### src/rtl/core/interleaved_crc_generate_check_assert.svh
// ----------------------------------------------------------------------------
// interleaved crc assertion macros
// concurrent assertion wrappers used by icrc_emit of the interleaved crc rtl
// ----------------------------------------------------------------------------
`ifndef INTERLEAVED_CRC_GENERATE_CHECK_ASSERT_SVH
`define INTERLEAVED_CRC_GENERATE_CHECK_ASSERT_SVH

// property that must hold at every clock edge outside reset
`define ICRC_ASSERT(name, clk, rst, prop, msg) \
   name: assert property (@(posedge clk) disable iff (rst) (prop)) \
      else $error(msg);

// same-cycle implication outside reset
`define ICRC_ASSERT_IMPL(name, clk, rst, ante, cons, msg) \
   name: assert property (@(posedge clk) disable iff (rst) (ante) |-> (cons)) \
      else $error(msg);

`endif

### src/rtl/core/icrc_pkg.sv
// ----------------------------------------------------------------------------
// icrc_pkg
// shared constants, register codes and types of the interleaved crc block
// ----------------------------------------------------------------------------
`default_nettype none

package icrc_pkg;

   localparam int LANES  = 8;
   localparam int POLY_W = 64;
   localparam int SIZE_W = 7;
   localparam int MSG_W  = 16;
   localparam int POS_W  = 17;
   localparam int BIT_W  = 6;
   localparam int ADDR_W = 5;
   localparam int DATA_W = 64;

   localparam logic [1:0] REG_POLY = 2'd0;
   localparam logic [1:0] REG_SIZE = 2'd1;
   localparam logic [1:0] REG_MSG  = 2'd2;
   localparam logic [1:0] REG_MODE = 2'd3;

   localparam logic [SIZE_W-1:0] SIZE_RESET = 7'd32;
   localparam logic [MSG_W-1:0]  MSG_RESET  = 16'd1024;

   typedef struct packed {
      logic [POLY_W-1:0] poly;
      logic [SIZE_W-1:0] size;
      logic [MSG_W-1:0]  msg_bits;
      logic              check_mode;
   } cfg_type;

   typedef struct packed {
      logic                         valid;
      logic                         is_check;
      logic [SIZE_W-1:0]            count;
      logic [LANES-1:0]             flags;
      logic                         all_match;
      logic [LANES-1:0][POLY_W-1:0] rems;
   } load_type;

endpackage

`default_nettype wire

### src/rtl/core/interleaved_crc_generate_check.sv
// a request that ends a run is captured in the snapshot buffer, then its first response in the response register
// throughput: one request per cycle while the per-lane lfsr registers absorb bits
// a generate run then drains one response per crc bit, one per cycle while rsp_ready is high, from the snapshot buffer
// a request that ends a run waits while the previous run's responses still drain
// reset is synchronous and active high: config registers return to defaults, remainders clear
// ----------------------------------------------------------------------------
// interleaved_crc_generate_check
// multi-lane crc generator and checker with configurable polynomial and size
// ----------------------------------------------------------------------------
`default_nettype none

module interleaved_crc_generate_check
   import icrc_pkg::*;
(
   input  wire logic              clock,
   input  wire logic              reset,
   input  wire logic              req_valid,
   output logic                   req_ready,
   input  wire logic [LANES-1:0]  req_lane_bits,
   output logic                   rsp_valid,
   input  wire logic              rsp_ready,
   output logic      [LANES-1:0]  rsp_out_bits,
   output logic                   rsp_all_match,
   output logic                   rsp_last,
   input  wire logic              csr_psel,
   input  wire logic              csr_penable,
   input  wire logic              csr_pwrite,
   input  wire logic [ADDR_W-1:0] csr_paddr,
   input  wire logic [DATA_W-1:0] csr_pwdata,
   output logic      [DATA_W-1:0] csr_prdata,
   output logic                   csr_pready
);

   cfg_type  cfg;
   load_type load;
   logic     buf_busy;

   icrc_csr u_csr (
      .clock       (clock),
      .reset       (reset),
      .csr_psel    (csr_psel),
      .csr_penable (csr_penable),
      .csr_pwrite  (csr_pwrite),
      .csr_paddr   (csr_paddr),
      .csr_pwdata  (csr_pwdata),
      .csr_prdata  (csr_prdata),
      .csr_pready  (csr_pready),
      .cfg         (cfg)
   );

   icrc_lanes u_lanes (
      .clock         (clock),
      .reset         (reset),
      .cfg           (cfg),
      .req_valid     (req_valid),
      .req_ready     (req_ready),
      .req_lane_bits (req_lane_bits),
      .buf_busy      (buf_busy),
      .load          (load)
   );

   icrc_emit u_emit (
      .clock         (clock),
      .reset         (reset),
      .load          (load),
      .buf_busy      (buf_busy),
      .rsp_valid     (rsp_valid),
      .rsp_ready     (rsp_ready),
      .rsp_out_bits  (rsp_out_bits),
      .rsp_all_match (rsp_all_match),
      .rsp_last      (rsp_last)
   );

endmodule

`default_nettype wire

### src/rtl/core/icrc_csr.sv
// ----------------------------------------------------------------------------
// icrc_csr
// apb-style configuration registers of the interleaved crc block
// ----------------------------------------------------------------------------
`default_nettype none

module icrc_csr
   import icrc_pkg::*;
(
   input  wire logic              clock,
   input  wire logic              reset,
   input  wire logic              csr_psel,
   input  wire logic              csr_penable,
   input  wire logic              csr_pwrite,
   input  wire logic [ADDR_W-1:0] csr_paddr,
   input  wire logic [DATA_W-1:0] csr_pwdata,
   output logic      [DATA_W-1:0] csr_prdata,
   output logic                   csr_pready,
   output cfg_type                cfg
);

   logic [POLY_W-1:0] poly_ff;
   logic [SIZE_W-1:0] size_ff;
   logic [MSG_W-1:0]  msg_ff;
   logic              mode_ff;
   logic [1:0]        reg_sel;
   logic              wr_en;

   assign reg_sel    = csr_paddr[4:3];
   assign wr_en      = csr_psel && csr_penable && csr_pwrite;
   assign csr_pready = 1'b1;

   always_ff @(posedge clock) begin
      if (reset) begin
         poly_ff <= '0;
         size_ff <= SIZE_RESET;
         msg_ff  <= MSG_RESET;
         mode_ff <= 1'b0;
      end else if (wr_en) begin
         case (reg_sel)
            REG_POLY: poly_ff <= csr_pwdata;
            REG_SIZE: size_ff <= csr_pwdata[SIZE_W-1:0];
            REG_MSG:  msg_ff  <= csr_pwdata[MSG_W-1:0];
            REG_MODE: mode_ff <= csr_pwdata[0];
            default: ;
         endcase
      end
   end

   always_comb begin
      case (reg_sel)
         REG_POLY: csr_prdata = poly_ff;
         REG_SIZE: csr_prdata = {{(DATA_W-SIZE_W){1'b0}}, size_ff};
         REG_MSG:  csr_prdata = {{(DATA_W-MSG_W){1'b0}}, msg_ff};
         REG_MODE: csr_prdata = {{(DATA_W-1){1'b0}}, mode_ff};
         default:  csr_prdata = '0;
      endcase
   end

   assign cfg.poly       = poly_ff;
   assign cfg.size       = size_ff;
   assign cfg.msg_bits   = msg_ff;
   assign cfg.check_mode = mode_ff;

endmodule

`default_nettype wire

### src/rtl/core/icrc_lanes.sv
// ----------------------------------------------------------------------------
// icrc_lanes
// per-lane crc remainder registers, run position and check mismatch flags
// ----------------------------------------------------------------------------
`default_nettype none

module icrc_lanes
   import icrc_pkg::*;
(
   input  wire logic             clock,
   input  wire logic             reset,
   input  cfg_type               cfg,
   input  wire logic             req_valid,
   output logic                  req_ready,
   input  wire logic [LANES-1:0] req_lane_bits,
   input  wire logic             buf_busy,
   output load_type              load
);

   logic [LANES-1:0][POLY_W-1:0] rem_ff, rem_in, rem_abs;
   logic [POS_W-1:0]             pos_ff, pos_in, pos_inc;
   logic [LANES-1:0]             mism_ff, mism_in, mism_next;

   logic [SIZE_W-1:0] size_eff, size_dec;
   logic [BIT_W-1:0]  size_m1, crc_bit;
   logic [POLY_W-1:0] mask, poly_m;
   logic [POS_W-1:0]  msg_eff, k;
   logic [POS_W:0]    k_inc;
   logic              in_crc, k_lt_n, check_end, gen_end, ends_run, accept, do_absorb;
   logic [LANES-1:0]  crc_word;

   always_comb begin
      if (cfg.size == '0) begin
         size_eff = 7'd1;
      end else if (cfg.size > 7'd64) begin
         size_eff = 7'd64;
      end else begin
         size_eff = cfg.size;
      end
   end

   assign size_dec = size_eff - 7'd1;
   assign size_m1  = size_dec[BIT_W-1:0];
   assign mask     = {POLY_W{1'b1}} >> (7'd64 - size_eff);
   assign poly_m   = cfg.poly & mask;
   assign msg_eff  = {1'b0, (cfg.msg_bits == '0) ? 16'd1 : cfg.msg_bits};

   assign pos_inc   = pos_ff + 17'd1;
   assign in_crc    = pos_ff >= msg_eff;
   assign k         = pos_ff - msg_eff;
   assign k_inc     = {1'b0, k} + 18'd1;
   assign k_lt_n    = k < {10'd0, size_eff};
   assign crc_bit   = k_lt_n ? (size_m1 - k[BIT_W-1:0]) : '0;
   assign check_end = in_crc && (k_inc >= {11'd0, size_eff});
   assign gen_end   = pos_inc >= msg_eff;
   assign ends_run  = cfg.check_mode ? check_end : gen_end;
   assign do_absorb = !cfg.check_mode || !in_crc;

   assign req_ready = !(buf_busy && ends_run);
   assign accept    = req_valid && req_ready;

   // one lfsr step per lane
   always_comb begin
      logic [POLY_W-1:0] r;
      logic              fb;
      for (int l = 0; l < LANES; l++) begin
         r           = rem_ff[l] & mask;
         fb          = r[size_m1] ^ req_lane_bits[l];
         rem_abs[l]  = ((r << 1) & mask) ^ (fb ? poly_m : '0);
         crc_word[l] = rem_ff[l][crc_bit];
      end
   end

   assign mism_next = mism_ff | (crc_word ^ req_lane_bits);

   always_comb begin
      rem_in  = rem_ff;
      pos_in  = pos_ff;
      mism_in = mism_ff;
      if (accept) begin
         if (ends_run) begin
            rem_in  = '0;
            pos_in  = '0;
            mism_in = '0;
         end else begin
            pos_in = pos_inc;
            if (do_absorb) begin
               rem_in = rem_abs;
            end else begin
               mism_in = mism_next;
            end
         end
      end
   end

   always_ff @(posedge clock) begin
      if (reset) begin
         rem_ff  <= '0;
         pos_ff  <= '0;
         mism_ff <= '0;
      end else begin
         rem_ff  <= rem_in;
         pos_ff  <= pos_in;
         mism_ff <= mism_in;
      end
   end

   assign load.valid     = accept && ends_run;
   assign load.is_check  = cfg.check_mode;
   assign load.count     = cfg.check_mode ? 7'd1 : size_eff;
   assign load.flags     = ~mism_next;
   assign load.all_match = (mism_next == '0);
   assign load.rems      = rem_abs;

endmodule

`default_nettype wire

### src/rtl/core/icrc_emit.sv
// ----------------------------------------------------------------------------
// icrc_emit
// end-of-run snapshot buffer and registered response stage
// ----------------------------------------------------------------------------
`default_nettype none

`include "interleaved_crc_generate_check_assert.svh"

module icrc_emit
   import icrc_pkg::*;
(
   input  wire logic        clock,
   input  wire logic        reset,
   input  load_type         load,
   output logic             buf_busy,
   output logic             rsp_valid,
   input  wire logic        rsp_ready,
   output logic [LANES-1:0] rsp_out_bits,
   output logic             rsp_all_match,
   output logic             rsp_last
);

   logic [LANES-1:0][POLY_W-1:0] rems_ff;
   logic [BIT_W-1:0]             bit_ff;
   logic [SIZE_W-1:0]            cnt_ff, cnt_dec;
   logic                         check_ff, all_ff;
   logic [LANES-1:0]             flags_ff, word;

   logic                         rsp_valid_ff, rsp_all_ff, rsp_last_ff;
   logic [LANES-1:0]             rsp_bits_ff;
   logic                         take;

   assign buf_busy = cnt_ff != '0;
   assign take     = buf_busy && (!rsp_valid_ff || rsp_ready);
   assign cnt_dec  = load.count - 7'd1;

   always_comb begin
      for (int l = 0; l < LANES; l++) begin
         word[l] = rems_ff[l][bit_ff];
      end
   end

   // snapshot payload
   always_ff @(posedge clock) begin
      if (load.valid) begin
         rems_ff  <= load.rems;
         bit_ff   <= cnt_dec[BIT_W-1:0];
         check_ff <= load.is_check;
         flags_ff <= load.flags;
         all_ff   <= load.all_match;
      end else if (take) begin
         bit_ff <= bit_ff - 6'd1;
      end
   end

   always_ff @(posedge clock) begin
      if (reset) begin
         cnt_ff <= '0;
      end else if (load.valid) begin
         cnt_ff <= load.count;
      end else if (take) begin
         cnt_ff <= cnt_ff - 7'd1;
      end
   end

   // response register
   always_ff @(posedge clock) begin
      if (reset) begin
         rsp_valid_ff <= 1'b0;
      end else if (take) begin
         rsp_valid_ff <= 1'b1;
      end else if (rsp_ready) begin
         rsp_valid_ff <= 1'b0;
      end
   end

   always_ff @(posedge clock) begin
      if (take) begin
         rsp_bits_ff <= check_ff ? flags_ff : word;
         rsp_all_ff  <= check_ff && all_ff;
         rsp_last_ff <= check_ff || (cnt_ff == 7'd1);
      end
   end

   assign rsp_valid     = rsp_valid_ff;
   assign rsp_out_bits  = rsp_bits_ff;
   assign rsp_all_match = rsp_all_ff;
   assign rsp_last      = rsp_last_ff;

   `ICRC_ASSERT_IMPL(load_into_empty, clock, reset, load.valid, cnt_ff == '0, "load while busy")
   `ICRC_ASSERT(count_bounded, clock, reset, cnt_ff <= 7'd64, "count out of range")
   `ICRC_ASSERT_IMPL(verdict_single, clock, reset, check_ff && buf_busy, cnt_ff == 7'd1, "multi verdict")

endmodule

`default_nettype wire
### config.mk
export PLATFORM = sky130hd
export DESIGN_NAME = interleaved_crc_generate_check
export DESIGN_NICKNAME = d
export VERILOG_FILES = /design/src/rtl/core/icrc_pkg.sv /design/src/rtl/core/interleaved_crc_generate_check.sv /design/src/rtl/core/icrc_csr.sv /design/src/rtl/core/icrc_lanes.sv /design/src/rtl/core/icrc_emit.sv
export VERILOG_INCLUDE_DIRS = /design/src /design/src/rtl/core
export SDC_FILE = /design/constraint.sdc
export NUM_CORES = 2
export LEC_CHECK = 0
export BUFFER_PORTS_ARGS = -buffer_cell sky130_fd_sc_hd__buf_2
export CORE_MARGIN = 8
export CORE_UTILIZATION = 30
export CTS_BUF_LIST = sky130_fd_sc_hd__clkbuf_4 sky130_fd_sc_hd__clkbuf_8
export CTS_CLUSTER_SIZE = 20
export DETAILED_ROUTE_END_ITERATION = 8
export SETUP_SLACK_MARGIN = 0.4
export SKIP_LAST_GASP = 1
export SLEW_MARGIN = 20
export SYNTH_ARGS = -nofsm -noshare
export SYNTH_HDL_FRONTEND = slang
export SYNTH_SLANG_ARGS = --single-unit
### constraint.sdc
create_clock -name clock -period 25.8 [get_ports clock]
set_clock_uncertainty 0.15 [all_clocks]
set_input_delay 2.58 -clock clock [delete_from_list [all_inputs] [get_ports clock]]
set_output_delay 2.58 -clock clock [all_outputs]
set_load 0.05 [all_outputs]
# [Word level (Yosys, flattened, before mapping)]
# Index checks and enable logic that the tools add are counted.
[classes] add_sub_neg=9 n_lt_le_gt_ge=8 n_eq_ne=5 shifts=1 mux=75 bitwise_logic=36 reduce_logical=29
[ops] operator="64-bit bitwise AND" count=17
[ops] operator="512-bit two-way mux" count=2
[ops] operator="64-bit two-way mux" count=8
[ops] operator="64-bit XOR" count=8
[ops] operator="64-bit one-hot mux with 4 select lines" count=1
[ops] operator="1-bit binary-select mux with 6-bit select" count=24
[ops] operator="64-bit by 7-bit right shift with 64-bit output (first input constant)" count=1
[ops] operator="7-bit two-way mux" count=5
[ops] operator="17-bit by 16-bit greater-or-equal comparator with 1-bit output" count=2
[ops] operator="1-bit two-way mux" count=27
[ops] operator="8-bit two-way mux" count=3
[ops] operator="6-bit by 7-bit less-than comparator with 1-bit output (second input constant)" count=3
[ops] operator="17-bit by 1-bit adder with 18-bit output (second input constant)" count=1
[ops] operator="18-bit by 7-bit greater-or-equal comparator with 1-bit output" count=1
[ops] operator="6-bit two-way mux" count=3
[ops] operator="6-bit by 1-bit subtractor with 6-bit output (second input constant)" count=3
[ops] operator="17-bit by 1-bit adder with 17-bit output (second input constant)" count=1
[ops] operator="17-bit by 7-bit less-than comparator with 1-bit output" count=1
[ops] operator="17-bit two-way mux" count=1
[ops] operator="17-bit by 16-bit subtractor with 17-bit output" count=1
[ops] operator="16-bit zero test" count=1
[ops] operator="16-bit two-way mux" count=1
[ops] operator="2-bit AND reduction" count=6
[ops] operator="1-bit logical AND" count=8
[ops] operator="other kinds (19)" count=34
[totals] regBits=1171

# [Depth between registers and ports, before layout]
[logic_depth] depth_word=13 ltp_mapped=31 ltp_nobuf=23

# [Hierarchy]
# Synthesis repeated with hierarchy kept, for this count alone.
[unflattened] cells_unflattened=7077 hier_area_um2=66263.6
[by_module_without_submodules] module="icrc_lanes" n_inst=1 cells_per_inst=5667 area_each_um2=40873.0
[by_module_without_submodules] module="icrc_emit" n_inst=1 cells_per_inst=930 area_each_um2=21020.2
[by_module_without_submodules] module="icrc_csr" n_inst=1 cells_per_inst=480 area_each_um2=4370.4

# [Worst setup path after synthesis]
# Ideal clock, no wire load.
[synth_timing] path_kind="reg2reg" startpoint="reg u_csr.size_ff[4]" endpoint="reg u_emit.bit_ff[2], data pin" t_arrival_ps=16373 required_ps=25392 slack_ps=9019 path_stages_with_launch=28 path_buffers=9 path_cell_list="dfxtp_1 -> buf_2 -> or3_1 -> buf_2 -> o31a_1 -> nor2_4 -> buf_2 -> buf_2 -> buf_2 -> buf_2 -> ha_1 -> clkbuf_1 -> a21boi_0 -> o21a_1 -> o21a_1 -> o21a_1 -> o21ai_0 -> nand2b_1 -> a21oi_1 -> nand4b_1 -> nor4_1 -> or4_1 -> clkbuf_1 -> clkbuf_1 -> inv_1 -> o21ai_0 -> ha_1 -> xor2_1"
[synth_between] elab_chain_cells=11
[synth_rtl] item="start: declaration" line="icrc_csr.sv:23" text="logic [SIZE_W-1:0] size_ff;"
[synth_rtl] item="start signal: assignment" line="icrc_csr.sv:42" text="REG_SIZE: size_ff <= csr_pwdata[SIZE_W-1:0];"
[synth_rtl] item="7-bit greater-than comparator" line="icrc_lanes.sv:35" text="end else if (cfg.size > 7'd64) begin"
[synth_rtl] item="7-bit two-way mux" line="icrc_lanes.sv:35"
[synth_rtl] item="7-bit two-way mux *" line="icrc_lanes.sv:33" text="if (cfg.size == '0) begin"
[synth_rtl] item="18-bit by 7-bit greater-or-equal comparator with 1-bit output" line="icrc_lanes.sv:54" text="assign check_end = in_crc && (k_inc >= {11'd0, size_eff});"
[synth_rtl] item="1-bit logical AND" line="icrc_lanes.sv:54"
[synth_rtl] item="1-bit two-way mux" line="icrc_lanes.sv:56" text="assign ends_run = cfg.check_mode ? check_end : gen_end;"
[synth_rtl] item="1-bit logical AND" line="icrc_lanes.sv:59" text="assign req_ready = !(buf_busy && ends_run);"
[synth_rtl] item="1-bit zero test" line="icrc_lanes.sv:59"
[synth_rtl] item="1-bit logical AND" line="icrc_lanes.sv:60" text="assign accept = req_valid && req_ready;"
[synth_rtl] item="1-bit logical AND" line="icrc_lanes.sv:108" text="assign load.valid = accept && ends_run;"
[synth_rtl] item="6-bit two-way mux *" line="icrc_emit.sv:45" text="if (load.valid) begin"
[synth_rtl] item="end signal: assignment" line="icrc_emit.sv:47" text="bit_ff <= cnt_dec[BIT_W-1:0];"
[synth_rtl] item="end signal: assignment" line="icrc_emit.sv:52" text="bit_ff <= bit_ff - 6'd1;"
[synth_rtl] item="end: declaration" line="icrc_emit.sv:24" text="logic [BIT_W-1:0] bit_ff;"
# Mark *: on every way between the ends. The rest lies on a longest branch, timed or not.
# A chain may end at the register's enable or synchronous reset.

==> impl_metrics.env <==
export IMPL_crit_path_frequent_cell="buf_4"
export IMPL_place_ws_ns=15.63
export IMPL_min_period_ns=10.96
export IMPL_crit_chain="buf_4 > or3_1 > o31a_1 > nor2_4 > inv_4 > ha_1 > inv_1 > ha_2 > buf_4 > nand2b_1 > o22ai_1 > a21o_1 > a31oi_1 > o311ai_0 > nand2b_1 > a31oi_1 > xor2_4 > buf_4 > nand2_1 > xnor2_1 > nor2_1"
export IMPL_synthesis_nets=7097
export IMPL_slew_headroom=0.115
export IMPL_port_buffers=156
export IMPL_io_pins=161
export IMPL_critPathLaunchType="register"
export IMPL_dieArea_um2=233000
export IMPL_min_period_over_period=0.425
export IMPL_detail_route_wl_per_cell_um=33.1
export IMPL_multiInputGateArea_um2=34500
export IMPL_p_per_area_nw_per_um2=74.3
export IMPL_syn_area_per_cell_um2=9.38
export IMPL_ctsHoldBuffers=0
export IMPL_dr_pass1_iters=7
export IMPL_end_kind="register"
export IMPL_drive_above_1_share=0.153
export IMPL_start_util=0.301
export IMPL_htreeDepth=4
export IMPL_post_cts_resize_count=0
export IMPL_drt_initial_drc_count=10500
export IMPL_fmax_mhz=91.3
export IMPL_gr_total_overflow=0
export IMPL_async_flop_share=0
export IMPL_drv_slew=0
export IMPL_regArea_um2=28800
export IMPL_fin_setup_tns_ns=0
export IMPL_cap_violations=0
export IMPL_synth_edf_count=538
export IMPL_rsz0062_at_grt="false"
export IMPL_n_fill_cell=22200
export IMPL_power_mw=5.52
export IMPL_routabilityCongestion=1.07
export IMPL_numCtsBuffers=210
export IMPL_synth_seq_cells=1171
export IMPL_fp_dieH_um=482
export IMPL_drc=0
export IMPL_area_growth_syn_to_layout_pct=14.0
export IMPL_clk_latency_ns=1.05
export IMPL_synth_main_ff_cell="dfxtp_1"
export IMPL_root_buffer="clkbuf_8"
export IMPL_path_clk_slew_ns=0.06
export IMPL_antenna_found_initial=38
export IMPL_peakVddDrop_mv=0.0687
export IMPL_cp_arrival_ns=11.52
export IMPL_dp_hpwl_mm=237
export IMPL_setup_viol=0
export IMPL_cp_required_ns=26.37
export IMPL_synth_commonest_cells="nand2_1, dfxtp_1, nor2_1"
export IMPL_yosys_warnings=0
export IMPL_fin_util=0.343
export IMPL_total_leakage_power_nw=25.2
export IMPL_antenna_left=0
export IMPL_netlist_instances=6952
export IMPL_synth_top_area_share=0.248
export IMPL_synth_most_common_cell="nand2_1"
export IMPL_viasPerCell=6.16
export IMPL_grt_pass1_wl_mm=457
export IMPL_synth_distinct_cells=112
export IMPL_status="completed"
export IMPL_die_w_um=482
export IMPL_worst_hold_path_type="register to register"
export IMPL_coreArea_um2=217000
export IMPL_max_stage_delay_ns=1.12
export IMPL_crit_fanout=50
export IMPL_cts_root_to_sink_buffers=3
export IMPL_tightest_slew_ns=1.33
export IMPL_synth_area_leaders="edfxtp_1, dfxtp_1, nand2_1"
export IMPL_routed_wl_mm=333
export IMPL_route_vias_total=62000
export IMPL_timing_hold_violations_final=0
export IMPL_cp_slowest_cell="o311ai_0"
export IMPL_fp_row_count=171
export IMPL_cts_sinks=1171
export IMPL_grt_max_degree=178
export IMPL_synth_top_area_cell="edfxtp_1"
export IMPL_criticalPathCategory="register to register"
export IMPL_cts_tree="yes"
export IMPL_setup_ws_ns=14.84
export IMPL_post_cts_buffers=0
export IMPL_grt_pass1_vias=58100
export IMPL_grt_util_all_layers=0.274
export IMPL_seq_area_frac_synth=0.442
export IMPL_syn_cell_area_um2=65200
export IMPL_nNetsFinal=7154
final timing paths:
check / from / endpoint / slack [ns] / depth (start not counted)
worst min register to register: u_lanes.rem_ff[270] / u_lanes.rem_ff[270] / 0.32 / 2
worst min-delay path: u_lanes.rem_ff[270] / u_lanes.rem_ff[270] / 0.32 / 2
worst max-delay path: u_csr.size_ff[4] / u_emit.rems_ff[280] / 14.84 / 21
worst max register to register: u_csr.size_ff[4] / u_emit.rems_ff[280] / 14.84 / 21
flip-flops by register name (all words and copies together), names as in the netlist, 6 cells and up:
name / count
u_emit.rems_ff: 512
u_lanes.rem_ff: 512
u_csr.poly_ff: 64
u_lanes.pos_ff: 17
u_csr.msg_ff: 16
u_emit.flags_ff: 8
u_emit.rsp_out_bits: 8
u_lanes.mism_ff: 8
u_csr.size_ff: 7
u_emit.cnt_ff: 7
u_emit.bit_ff: 6
per-layer routing:
layer | wire (um) | track usage | part of all wire | up-vias
met5 | 228 | 0.00455 | 0.00068 | -
met4 | 24200 | 0.161 | 0.073 | 22
met3 | 47000 | 0.106 | 0.14 | 1164
met2 | 133000 | 0.386 | 0.40 | 4963
met1 | 128000 | 0.354 | 0.38 | 30500
li1 | - | - | - | 25400
cells by family after synthesis:
kind of cell | Yosys count | synth area share
AND/OR/NAND/NOR | 2645 | 0.174
AO/OA/AOI/OAI | 1592 | 0.166
flip-flops | 1171 | 0.442
buffers and inverters | 568 | 0.0353
XOR/XNOR | 535 | 0.0722
multiplexers | 379 | 0.0991
adder cells (fa/ha/maj) | 61 | 0.0119
other | 1 | 0.0000575
critical path: cells and delay by family, from the launching register on:
kind,cells,cell delay (ns)
xor+xnor,2,1.04
compound gates,6,4.02
simple gates,6,2.07
flops,1,0.31
buf+inv,5,2.20
fa+ha+maj,2,0.71
cell type report:
| type | instances | share of cell area |
|---|---|---|
| antenna | 21 | 0.000707 |
| clock buffer | 323 | 0.0534 |
| clock inverter | 75 | 0.0109 |
| multi-input combinational | 5213 | 0.465 |
| sequential | 1171 | 0.388 |
| timing repair buffer | 356 | 0.0316 |
| tap | 2854 | 0.0480 |
| inverter | 57 | 0.00303 |
stage by stage:
stage,cells,hold slack (ns),instance area (um2)
4_1_cts,10000,0.312,74200
6_report,10100,0.317,74300
2_1_floorplan,6952,0.256,65200
3_3_place_gp,9647,0.295,69400
5_1_grt,10100,0.334,74300
3_5_place_dp,9649,0.304,69400
layout by cell type (no fill, tap or decap), types with 50 or more instances in the layout:
cell         n
nand2_1   1461
dfxtp_1    633
nor2_1     545
edfxtp_1   538
o21ai_0    358
a21oi_1    297
xnor2_1    287
clkbuf_8   248
xor2_1     232
nand3_1    216
mux4_2     209
a22o_1     202
buf_4      193
buf_2      155
mux2i_1    126
o21ai_1    125
a221oi_1   105
and2_1      79
clkbuf_4    76
a31oi_1     61
nor3_1      61
and3_1      56
ha_1        56
a22oi_1     53
inv_1       50
where the power goes:
group / internal (mW) / switching [mW]
combinational: 0.443 / 1.07
clock: 1.10 / 0.898
sequential: 1.97 / 0.0400
No activity file was read; power rests on OpenSTA's default activity.
